### src/rtl/core/epdu_pkg.sv
// Shared types, opcodes and decode helpers for the EGA dither decoder.
`default_nettype none

package epdu_pkg;

    // Histogram geometry.
    localparam int unsigned HistDepth = 256;
    localparam int unsigned HistAw    = $clog2(HistDepth);
    localparam int unsigned CountW    = 16;
    localparam int unsigned ColorW    = 8;

    // Opcodes carried by an input word; the fourth code is unused.
    typedef enum logic [1:0] {
        OP_PIXEL = 2'd0,
        OP_CLEAR = 2'd1,
        OP_READ  = 2'd2
    } t_opcode;

    // Control and payload that leave decode for the histogram stage.
    typedef struct packed {
        logic                 inc;       // bump the counter at addr
        logic                 rd;        // report the counter at addr
        logic                 clr;       // flash-clear the histogram
        logic                 wr_pix;    // pixel was rewritten
        logic [ColorW-1:0]    vis;       // new visual byte
        logic [ColorW-1:0]    disp;      // byte for the display
        logic [HistAw-1:0]    addr;      // histogram entry touched
    } t_dec;

    // Undo the dither encoding: low nibble kept, high nibble XORed with it.
    function automatic logic [ColorW-1:0] undither_byte(input logic [ColorW-1:0] src);
        undither_byte = src ^ {src[3:0], 4'h0};
    endfunction

endpackage

`default_nettype wire

### src/rtl/core/epdu_decode.sv
// Pixel decode: undithers the byte and works out colors and histogram action.
`default_nettype none

module epdu_decode (
    input  wire logic [1:0]              i_opcode,
    input  wire logic [7:0]              i_source_color,
    input  wire logic                    i_parity,
    input  wire logic [7:0]              i_entry_index,
    input  wire logic                    i_undither,
    output epdu_pkg::t_dec               o_dec
);

    logic       is_pixel;
    logic       hi_set;
    logic [7:0] dec_byte;
    logic [7:0] nib_sel;
    logic [7:0] undither_disp;

    // The decoded byte and the nibble picked by checkerboard parity.
    always_comb begin
        is_pixel      = (i_opcode == epdu_pkg::OP_PIXEL);
        hi_set        = |i_source_color[7:4];
        dec_byte      = epdu_pkg::undither_byte(i_source_color);
        nib_sel       = i_parity ? {4'h0, dec_byte[7:4]} : {4'h0, dec_byte[3:0]};
        undither_disp = (|dec_byte[7:4]) ? dec_byte : {dec_byte[3:0], 4'h0};
    end

    // Result fields and histogram action for the word.
    always_comb begin
        o_dec        = '0;
        o_dec.clr    = (i_opcode == epdu_pkg::OP_CLEAR);
        o_dec.rd     = (i_opcode == epdu_pkg::OP_READ) && i_undither;
        o_dec.addr   = (i_opcode == epdu_pkg::OP_READ) ? i_entry_index : dec_byte;
        if (is_pixel) begin
            if (hi_set) begin
                o_dec.wr_pix = 1'b1;
                o_dec.inc    = i_undither;
                o_dec.vis    = nib_sel;
                o_dec.disp   = i_undither ? undither_disp : nib_sel;
            end else begin
                o_dec.vis    = i_source_color;
            end
        end
    end

endmodule

`default_nettype wire

### config.mk
export PLATFORM = sky130hd
export DESIGN_NAME = epdu_decode
export DESIGN_NICKNAME = d
export VERILOG_FILES = /design/src/rtl/core/epdu_pkg.sv /design/src/rtl/core/epdu_decode.sv
export SDC_FILE = /design/constraint.sdc
export NUM_CORES = 1
export LEC_CHECK = 0
export BUFFER_PORTS_ARGS = -buffer_cell sky130_fd_sc_hd__buf_2
export CAP_MARGIN = 40
export CORE_MARGIN = 2
export CORE_UTILIZATION = 38
export DETAILED_ROUTE_END_ITERATION = 7
export GPL_ROUTABILITY_DRIVEN = 0
export PLACE_DENSITY = 0.79
export SYNTH_ARGS = -nofsm -noshare
export SYNTH_HDL_FRONTEND = slang
export SYNTH_SLANG_ARGS = --single-unit
### constraint.sdc
create_clock -name vclk -period 2.3
set_input_delay 0.23 -clock vclk [all_inputs]
set_output_delay 0.23 -clock vclk [all_outputs]
set_load 0.02 [all_outputs]
## After elaboration in Yosys (flattened, before gate mapping)

Index checks and enable logic that the tools add are counted.

| operators by class | value |
|---|---|
| equal/unequal tests | 2 |
| muxes and demuxes | 10 |
| bitwise logic cells | 1 |
| reductions and logical operators | 4 |

Operators with widths:

| operator | count |
|---|---|
| $mux 8 | 5 |
| $mux 17 | 1 |
| $reduce_or 4->1 | 2 |
| $xor 8x8->8 | 1 |
| $mux 4 | 1 |
| $mux 1 | 3 |
| $eq 2x1->1 const B | 1 |
| $eq 2x2->1 const B | 1 |
| $logic_not 2->1 | 1 |
| $logic_and 1x1->1 | 1 |

| word-level totals | value |
|---|---|
| register bits after elaboration | 0 |
| bits of input ports | 20 |
| logic and storage cells | 17 |

## Depth between registers and ports, before layout

| depth | value |
|---|---|
| word-level depth | 6 |
| mapped depth | 4 |
| depth with buffers taken out | 3 |

## Worst setup path after synthesis

Ideal clock, no wire load.

| path | value |
|---|---|
| path kind | input -> output |
| start | in i_source_color[1] |
| end | out o_dec[12] in the netlist's numbering |
| arrival time | 1.642 ns |
| data required time | 2.070 ns |
| setup slack | 0.428 ns |
| cell stages on the path | 4 |
| buffers on the path | 1 |
| path through | buf_4 > xor2_2 > or4_4 > a211oi_1 |

RTL lines:

| item | line | source |
|---|---|---|
| start: declaration | epdu_decode.sv:6 | `input wire logic [7:0] i_source_color,` |
| end: declaration | epdu_decode.sv:10 | `output epdu_pkg::t_dec o_dec` |

==> reports/qor.yml <==
critical_path:
  worstPathMaxFanout: 6
  crit_end: "o_dec[13]"
  cp.required_ps: 2070
  critPathLaunch: "i_source_color[4]"
  crit_type: "in -> out"
  cp.arrival_ps: 1580
  cp-start-kind: "input pin"
  endpoint_kind: "primary output"
synthesis:
  synth_area_um2: 555.5
  synth.area.top_cells: "mux2_2 16%, xor2_2 8.8%, and2_1 7.9%"
  synth_top_area_share_pct: 16.22
  syn_avg_cell_area_um2: 7.122
  yosysTopAreaCell: "mux2_2"
  syn_inst: 78
  yosysSeqAreaShare_pct: 0
  synth_warnings: 0
  yosysUniqueCellTypes: 25
global_route:
  track_usage_pct: 16.24
  grt_pass1_wl_um: 2463
  grt_pass1_vias: 556
  grt.overflow.total: 0
  grt_max_degree: 12
  antenna_found_initial: 0
sta:
  hold_viol: 0
  period_needed_ps: 1815
  slew_violations: 0
  setup_viol: 0
  finalCritPeriodShare_pct: 78.91
  rsz0062_at_grt: "false"
  final.setup.tns_ps: 0
  fmax_mhz: 551.0
run:
  maxCapViolCount: 0
finish:
  layout-drive-gt1-share_pct: 51.72
  mostFrequentLayoutCells: "44 x buf_2, 8 x mux2_2, 7 x and2_1"
  antenna_cells: 0
  seq_cell_count: 0
  seqCellArea_um2: 0
  area_growth_syn_to_layout_pct: 34.68
  fin_nets: 138
  final_common_cell: "buf_2"
  clock_buffers: 0
  nFillCells: 135
routing:
  vias: 664
  initialDrtViolationCount: 7
  wire_per_inst_um: 11.44
  detail-route-antenna-nets: 0
  via_per_inst: 5.069
  drt_wl_total_um: 1498
  route.detailed.drc: 0
  first_pass_iters: 4
floorplan:
  rows: 13
  dieArea_um2: 1784
  chipHeight_um: 42.24
  ios: 48
  dieWidth_um: 42.24
  initial_utilization_pct: 41.65
  core-area_um2: 1334
power_and_ir_drop:
  power_density_nw_per_um2: 230.2
  leakagePower_nw: 0.3824
  total_power_uw: 172.3
  vdd_drop_max_uv: 107.2
worst_hold_path:
  hold_path_class: "in -> out"
placement:
  dpl.hpwl_um: 1250
  port_buffers: 44
cts:
  cts_hold_buf: 0
  cts_setup_buffers: 0
  post_cts_resized: 0
outcome:
  status: "completed"
==> through the flow <==
stage	setup slack, ps	util, %	cells	cell area (µm²)	hold slack [ps]
floorplan	427.7	-	81	566.8	538.1
global placement	509.7	56.10	131	748.2	792.7
detailed placement	497.0	56.10	131	748.2	795.2
CTS	485.7	56.10	131	748.2	799.2
global route	383.9	56.10	131	748.2	818.4
finish	485.1	56.10	131	748.2	794.9
==> kinds of logic (layout without fill, tap and decap cells) <==
group / Yosys count / in the layout / share of synthesized area (%)
buffers and inverters: 13 / 48 / 13.74
XOR/XNOR: 8 / 8 / 16.67
multiplexers: 8 / 8 / 16.22
other: 1 / 4 / 0.6750
AND/OR/NAND/NOR: 36 / 36 / 36.49
AO/OA/AOI/OAI: 12 / 12 / 16.22
==> critical path, stage by stage <==
cell and delay, ps:
buf_2 140, xor2_2 210, or4_4 590, a211oi_1 220, buf_2 200
==> synth_stat cells (2+ instances only) <==
cell type / number
and2_1: 7
a31oi_1: 4
inv_1: 3
mux2_2: 8
nor2_1: 5
clkbuf_1: 3
buf_4: 5
nor3_1: 4
nor2b_1: 2
nand2_1: 4
a211oi_1: 4
and2_2: 2
o41ai_1: 4
xor2_1: 5
nand3_1: 4
or3_1: 3
xor2_2: 3
==> layout make-up <==
class / count / area [µm²] / share of cell area (%)
well taps: 15 / 18.77 / 2.508
inverters: 3 / 11.26 / 1.505
repair buffers: 45 / 227.7 / 30.43
multi-input cells: 68 / 490.5 / 65.55
==> power by group <==
part	internal, mW	switching (mW)	total, mW
logic	0.0658	0.107	0.172
clock network	0	0	0
registers	0	0	0
total	0.0658	0.107	0.172
==> routing by layer <==
metal	global-route usage [%]	vias up	routed length (µm)	part of all wire (%)
li1	-	344	-	-
met1	22.19	291	696	46
met2	29.85	29	718	48
met3	0.4310	0	84	5.6
met4	0	0	0	0
met5	0	-	0	0
==> how the worst min path moves through the flow <==
| stage | from | end | slack [ps] | depth (start not counted) |
|---|---|---|---|---|
| global route | i_entry_index[1] | o_dec[1] | 820 | 3 |
| detailed placement | i_opcode[1] | o_dec[25] | 800 | 3 |
| floorplan | i_opcode[1] | o_dec[25] | 540 | 1 |
| finish | i_opcode[1] | o_dec[25] | 790 | 3 |
| CTS | i_opcode[1] | o_dec[25] | 800 | 3 |
| global placement | i_opcode[1] | o_dec[25] | 790 | 3 |
Power figures use the tool's default switching activity.
