[config.mk]
export PLATFORM = sky130hd
export DESIGN_NAME = epdu_hist_ram
export DESIGN_NICKNAME = d
export VERILOG_FILES = /design/src/rtl/core/epdu_pkg.sv /design/src/rtl/core/epdu_hist_ram.sv
export SDC_FILE = /design/constraint.sdc
export NUM_CORES = 2
export LEC_CHECK = 0
export BUFFER_PORTS_ARGS = -buffer_cell sky130_fd_sc_hd__buf_4
export CAP_MARGIN = 5
export CORE_AREA = 2 2 598 600
export DETAILED_ROUTE_END_ITERATION = 8
export DIE_AREA = 0 0 600 602
export PLACE_DENSITY = 0.7
export SYNTH_ARGS = -nofsm -noshare
export SYNTH_HDL_FRONTEND = slang
export SYNTH_SLANG_ARGS = --single-unit
[constraint.sdc]
create_clock -name i_clk -period 2.7 [get_ports i_clk]
set_input_delay 0.135 -clock i_clk [delete_from_list [all_inputs] [get_ports i_clk]]
set_output_delay 0.135 -clock i_clk [all_outputs]
set_load 0.02 [all_outputs]
[src/rtl/core/epdu_pkg.sv]
// Shared types, opcodes and decode helpers for the EGA dither decoder.
`default_nettype none

package epdu_pkg;

    // Histogram geometry.
    localparam int unsigned HistDepth = 256;
    localparam int unsigned HistAw    = $clog2(HistDepth);
    localparam int unsigned CountW    = 16;
    localparam int unsigned ColorW    = 8;

    // Opcodes carried by an input word; the fourth code is unused.
    typedef enum logic [1:0] {
        OP_PIXEL = 2'd0,
        OP_CLEAR = 2'd1,
        OP_READ  = 2'd2
    } t_opcode;

    // Control and payload that leave decode for the histogram stage.
    typedef struct packed {
        logic                 inc;       // bump the counter at addr
        logic                 rd;        // report the counter at addr
        logic                 clr;       // flash-clear the histogram
        logic                 wr_pix;    // pixel was rewritten
        logic [ColorW-1:0]    vis;       // new visual byte
        logic [ColorW-1:0]    disp;      // byte for the display
        logic [HistAw-1:0]    addr;      // histogram entry touched
    } t_dec;

    // Undo the dither encoding: low nibble kept, high nibble XORed with it.
    function automatic logic [ColorW-1:0] undither_byte(input logic [ColorW-1:0] src);
        undither_byte = src ^ {src[3:0], 4'h0};
    endfunction

endpackage

`default_nettype wire

[src/rtl/core/epdu_hist_ram.sv]
// Histogram counter memory: one write port, one registered read port.
`default_nettype none

module epdu_hist_ram (
    input  wire logic                          i_clk,
    input  wire logic                          i_rd_en,
    input  wire logic [epdu_pkg::HistAw-1:0]   i_rd_addr,
    output logic      [epdu_pkg::CountW-1:0]   o_rd_data,
    input  wire logic                          i_wr_en,
    input  wire logic [epdu_pkg::HistAw-1:0]   i_wr_addr,
    input  wire logic [epdu_pkg::CountW-1:0]   i_wr_data
);

    logic [epdu_pkg::CountW-1:0] r_mem [epdu_pkg::HistDepth];

    // Write port.
    always_ff @(posedge i_clk) begin
        if (i_wr_en) begin
            r_mem[i_wr_addr] <= i_wr_data;
        end
    end

    // Registered read port; data holds while not enabled.
    always_ff @(posedge i_clk) begin
        if (i_rd_en) begin
            o_rd_data <= r_mem[i_rd_addr];
        end
    end

endmodule

`default_nettype wire

# After elaboration in Yosys (flattened, before gate mapping)
# Memory sizes are Yosys's and may differ from the RTL's. A register that Yosys moved wholly into a read port is not among the register bits.
# Index checks and enable logic that the tools add are counted.
# op_classes
n_mux,2
# ops
cell,count
$mux 1,2
# totals
register_bits,0
ram_bits,4096
out_inout_bits,16
word_cells,3
n_memories,1
# memory_table
name,depth,width,rd,rd_ports_with_merged_regs,write_ports,line,text
r_mem,256,16,1,1,1,epdu_hist_ram.sv:14,logic [epdu_pkg::CountW-1:0] r_mem [epdu_pkg::HistDepth];

# Depth between registers and ports, before layout
# depth
ltp_word,2
ltp_mapped,12
depth_no_buf,6

# Worst setup path after synthesis
# No wires, ideal clock.
# synth_timing
kind,in2reg
start,input i_rd_addr[0] (netlist name)
end,"register o_rd_data[4] (netlist name), read port of r_mem, data pin"
t_arrival_ps,2119
required_ps,2435
slack_ps,316
path_stages,8
n_path_buf,3
path_cell_list,buf_6 buf_6 buf_2 mux4_2 mux4_2 a22o_1 o32ai_2 nor4_2
# synth_lines
item,line,text
from (decl),epdu_hist_ram.sv:7,"input wire logic [epdu_pkg::HistAw-1:0] i_rd_addr,"
to (decl),epdu_hist_ram.sv:8,"output logic [epdu_pkg::CountW-1:0] o_rd_data,"

==> impl_metrics.py <==
metrics = {
    "critical_path": {
        "cp.arrival_ns": 3.34,
        "cp_max_fo": 1,
        "slowest_stage": "mux4_2",
        "required_ns": 3.31,
        "crit_chain": "mux4_2 > mux4_2 > a22o_4 > o32ai_4 > buf_6 > nor4_4",
        "cp_slowest_stage_delay_ns": 0.53,
        "crit_top_cell": "mux4_2",
        "crit_type": "flop to flop",
        "start_kind": "flop",
        "worst_setup_path_end_kind": "flop",
    },
    "timing": {
        "slew_violations": 0,
        "worst_slack_ns": -0.0318,
        "clock.fmax_ghz": 0.366,
        "period_needed_ns": 2.73,
        "finalHoldViolCount": 0,
        "fin_worst_skew_ns": 0.0602,
        "setup_viol": 1,
        "period_share_pct": 101,
        "tightest_slew_ns": 1.13,
        "grt_setup_unrepaired": "true",
        "slew_headroom_pct": 24.3,
    },
    "drt": {
        "drt_first_pass_iters": 8,
        "drt_iter0_drc": 11851,
        "drc": 0,
        "final_antenna_net_count": 0,
        "viasPerCell": 6.11,
        "wl_per_cell_um": 31.1,
        "num_vias": 82156,
        "wirelength_um": 417000,
    },
    "grt": {
        "grt_pass1_wl_um": 592000,
        "grt_pass1_vias": 81417,
        "grtUsageTotal_pct": 22.8,
        "antenna_found_initial": 25,
        "grt_remaining_overflow": 0,
        "grt_max_degree": 125,
    },
    "power_and_ir_drop": {
        "p_per_area_mw_per_mm2": 715,
        "leakage_nw": 59.8,
        "ir_drop_uv": 527,
        "power_w": 0.132,
    },
    "logic_synthesis": {
        "synth_area_leaders": "edfxtp_1 78%, mux4_2 11%, mux2i_1 3.6%",
        "synth_edf_count": 4112,
        "netlist_instances": 7360,
        "synth.largest_area_cell": "edfxtp_1",
        "ys.flop_type": "edfxtp_1",
        "ys_seq_area_share_pct": 77.7,
        "synth_top_area_share_pct": 77.7,
        "synth_nets": 7395,
        "yosys.cell_types.count": 51,
        "synthArstFlopShare_pct": 0,
        "syn_avg_cell_area_um2": 21.6,
        "synth_warnings": 0,
        "synthesis.area_mm2": 0.159,
        "ys_seq_elements": 4112,
    },
    "floorplan": {
        "rows": 219,
        "dieWidth_um": 600,
        "start_util_pct": 44.8,
        "io_pins": 51,
        "die_area_mm2": 0.361,
        "core_mm2": 0.355,
        "die_y_um": 602,
    },
    "clock_tree": {
        "numCtsBuffers": 392,
        "cts_tree": "built",
        "root_buffer": "clkbuf_16",
        "clock_latency_ns": 0.93,
        "htree_levels": 5,
        "cts.sinks": 4112,
        "postCtsSetupRepairBufs": 0,
        "clk_path_buf_depth": 4,
        "cts.clk_slew.worst_paths_ns": 0.06,
    },
    "placed_design": {
        "dpl.hpwl_um": 262000,
        "globalplace.congestion": 0.921,
        "portBuffers": 50,
        "dpl.cell_count": 12686,
    },
    "final_layout": {
        "drive_gt1_share_pct": 29.3,
        "final_common_cell": "edfxtp_1",
        "area_delta_synth_final_pct": 16.5,
        "final_cell_mix": "4112 x edfxtp_1, 861 x buf_4, 797 x mux4_2",
        "finalNonFillerCells": 13436,
        "fin_nets": 8387,
    },
    "outcome": {
        "violations": "setup timing",
        "status": "complete, but fails checks",
    },
    "hold_path": {
        "hold_class": "primary input to flop",
    },
    "run": {
        "maxCapViolCount": 0,
    },
}
[report_power, final]
| part | switching [W] | total (W) | internal (W) |
|---|---|---|---|
| Combinational | 0.00456 | 0.00744 | 0.00289 |
| Sequential | 0.0000886 | 0.0705 | 0.0704 |
| Clock | 0.0232 | 0.0545 | 0.0314 |
[cell usage after synthesis, drive strengths merged (2+ instances only)]
cell type / count
a2111oi: 6
a211oi: 18
a21o: 2
a21oi: 175
a221oi: 28
a22o: 32
a22oi: 43
a31oi: 6
and2: 2
and3: 11
and4: 2
buf: 222
clkbuf: 230
edfxtp: 4112
inv: 4
mux2: 88
mux2i: 565
mux4: 797
nand2: 38
nand2b: 3
nand3: 35
nand4: 26
nand4b: 3
nor2: 304
nor2b: 9
nor3: 92
nor4: 18
nor4bb: 2
o21ai: 38
o221ai: 253
o22ai: 148
o31ai: 16
o32ai: 21
or2: 5
or3: 2
[worst max-delay path: cells and delay by family, from the launching register on]
kind	cells	cell delay (ns)
multiplexers	2	1.01
AO/OA/AOI/OAI	2	0.81
flip-flops	1	0.38
buffers and inverters	1	0.17
AND/OR/NAND/NOR	1	0.03
[metal layers]
| layer | share of wire, % | routed length, um | track usage, % |
|---|---|---|---|
| met2 | 48 | 200000 | 36.2 |
| met5 | 0.017 | 70 | 0 |
| met4 | 4.7 | 19800 | 9.94 |
| met1 | 38 | 157000 | 30.5 |
| met3 | 9.8 | 40900 | 4.66 |
[cells by family after synthesis]
family          after synthesis  synth area share, %
buf+inv                     456                 1.69
simple gates                556                 1.57
flops                      4112                 77.7
compound gates              786                 3.53
mux                        1450                 15.5
[area by class of cell]
cell class | instances | area [um2]
timing repair buffer | 1050 | 9900
antenna | 18 | 45.0
sequential | 4112 | 123000
clock inverter | 232 | 2360
multi-input combinational | 2792 | 33100
fill | 26778 | 170000
inverter | 4 | 27.5
clock buffer | 477 | 10300
tap | 4751 | 5940
[stage by stage]
stage	area [um2]	hold slack (ns)	setup TNS, ns	setup WS (ns)	utilization [%]
2_1_floorplan	159000	0.234	0	0.316	-
6_report	185000	0.0594	-0.0318	-0.0318	52.2
3_5_place_dp	172000	0.450	-11.10	-1.19	48.5
5_1_grt	185000	0.0421	-0.0335	-0.0335	52.2
3_3_place_gp	172000	0.451	-11.03	-1.32	48.5
4_1_cts	185000	0.0180	-0.0433	-0.0420	52.1
[flip-flops by register name (all words and copies together) (netlist names)]
register / flops
r_mem: 4096
o_rd_data: 16
[timing repair]
| action | 4_1_cts | 5_1_grt |
|---|---|---|
| gates cloned | 0 | 0 |
| setup endpoints to repair | 10 | 10 |
| hold buffers | 23 | 0 |
| pin swaps | 2 | 5 |
| resized for setup | 22 | 18 |
| hold endpoints to repair | 2416 | 0 |
[path summary, 6_finish.rpt]
| path | startpoint | endpoint | slack, ns | cells after the start |
|---|---|---|---|---|
| setup / recovery | r_mem[59][8]$_DFFE_PP_ | o_rd_data[8]$_DFFE_PP_ | -0.03 | 6 |
| hold / removal | i_wr_addr[2] | r_mem[189][0]$_DFFE_PP_ | 0.06 | 4 |
| setup reg to reg | r_mem[59][8]$_DFFE_PP_ | o_rd_data[8]$_DFFE_PP_ | -0.03 | 6 |
| hold reg to reg | r_mem[200][0]$_DFFE_PP_ | o_rd_data[0]$_DFFE_PP_ | 1.19 | 6 |
No activity file was read; power rests on OpenSTA's default activity.
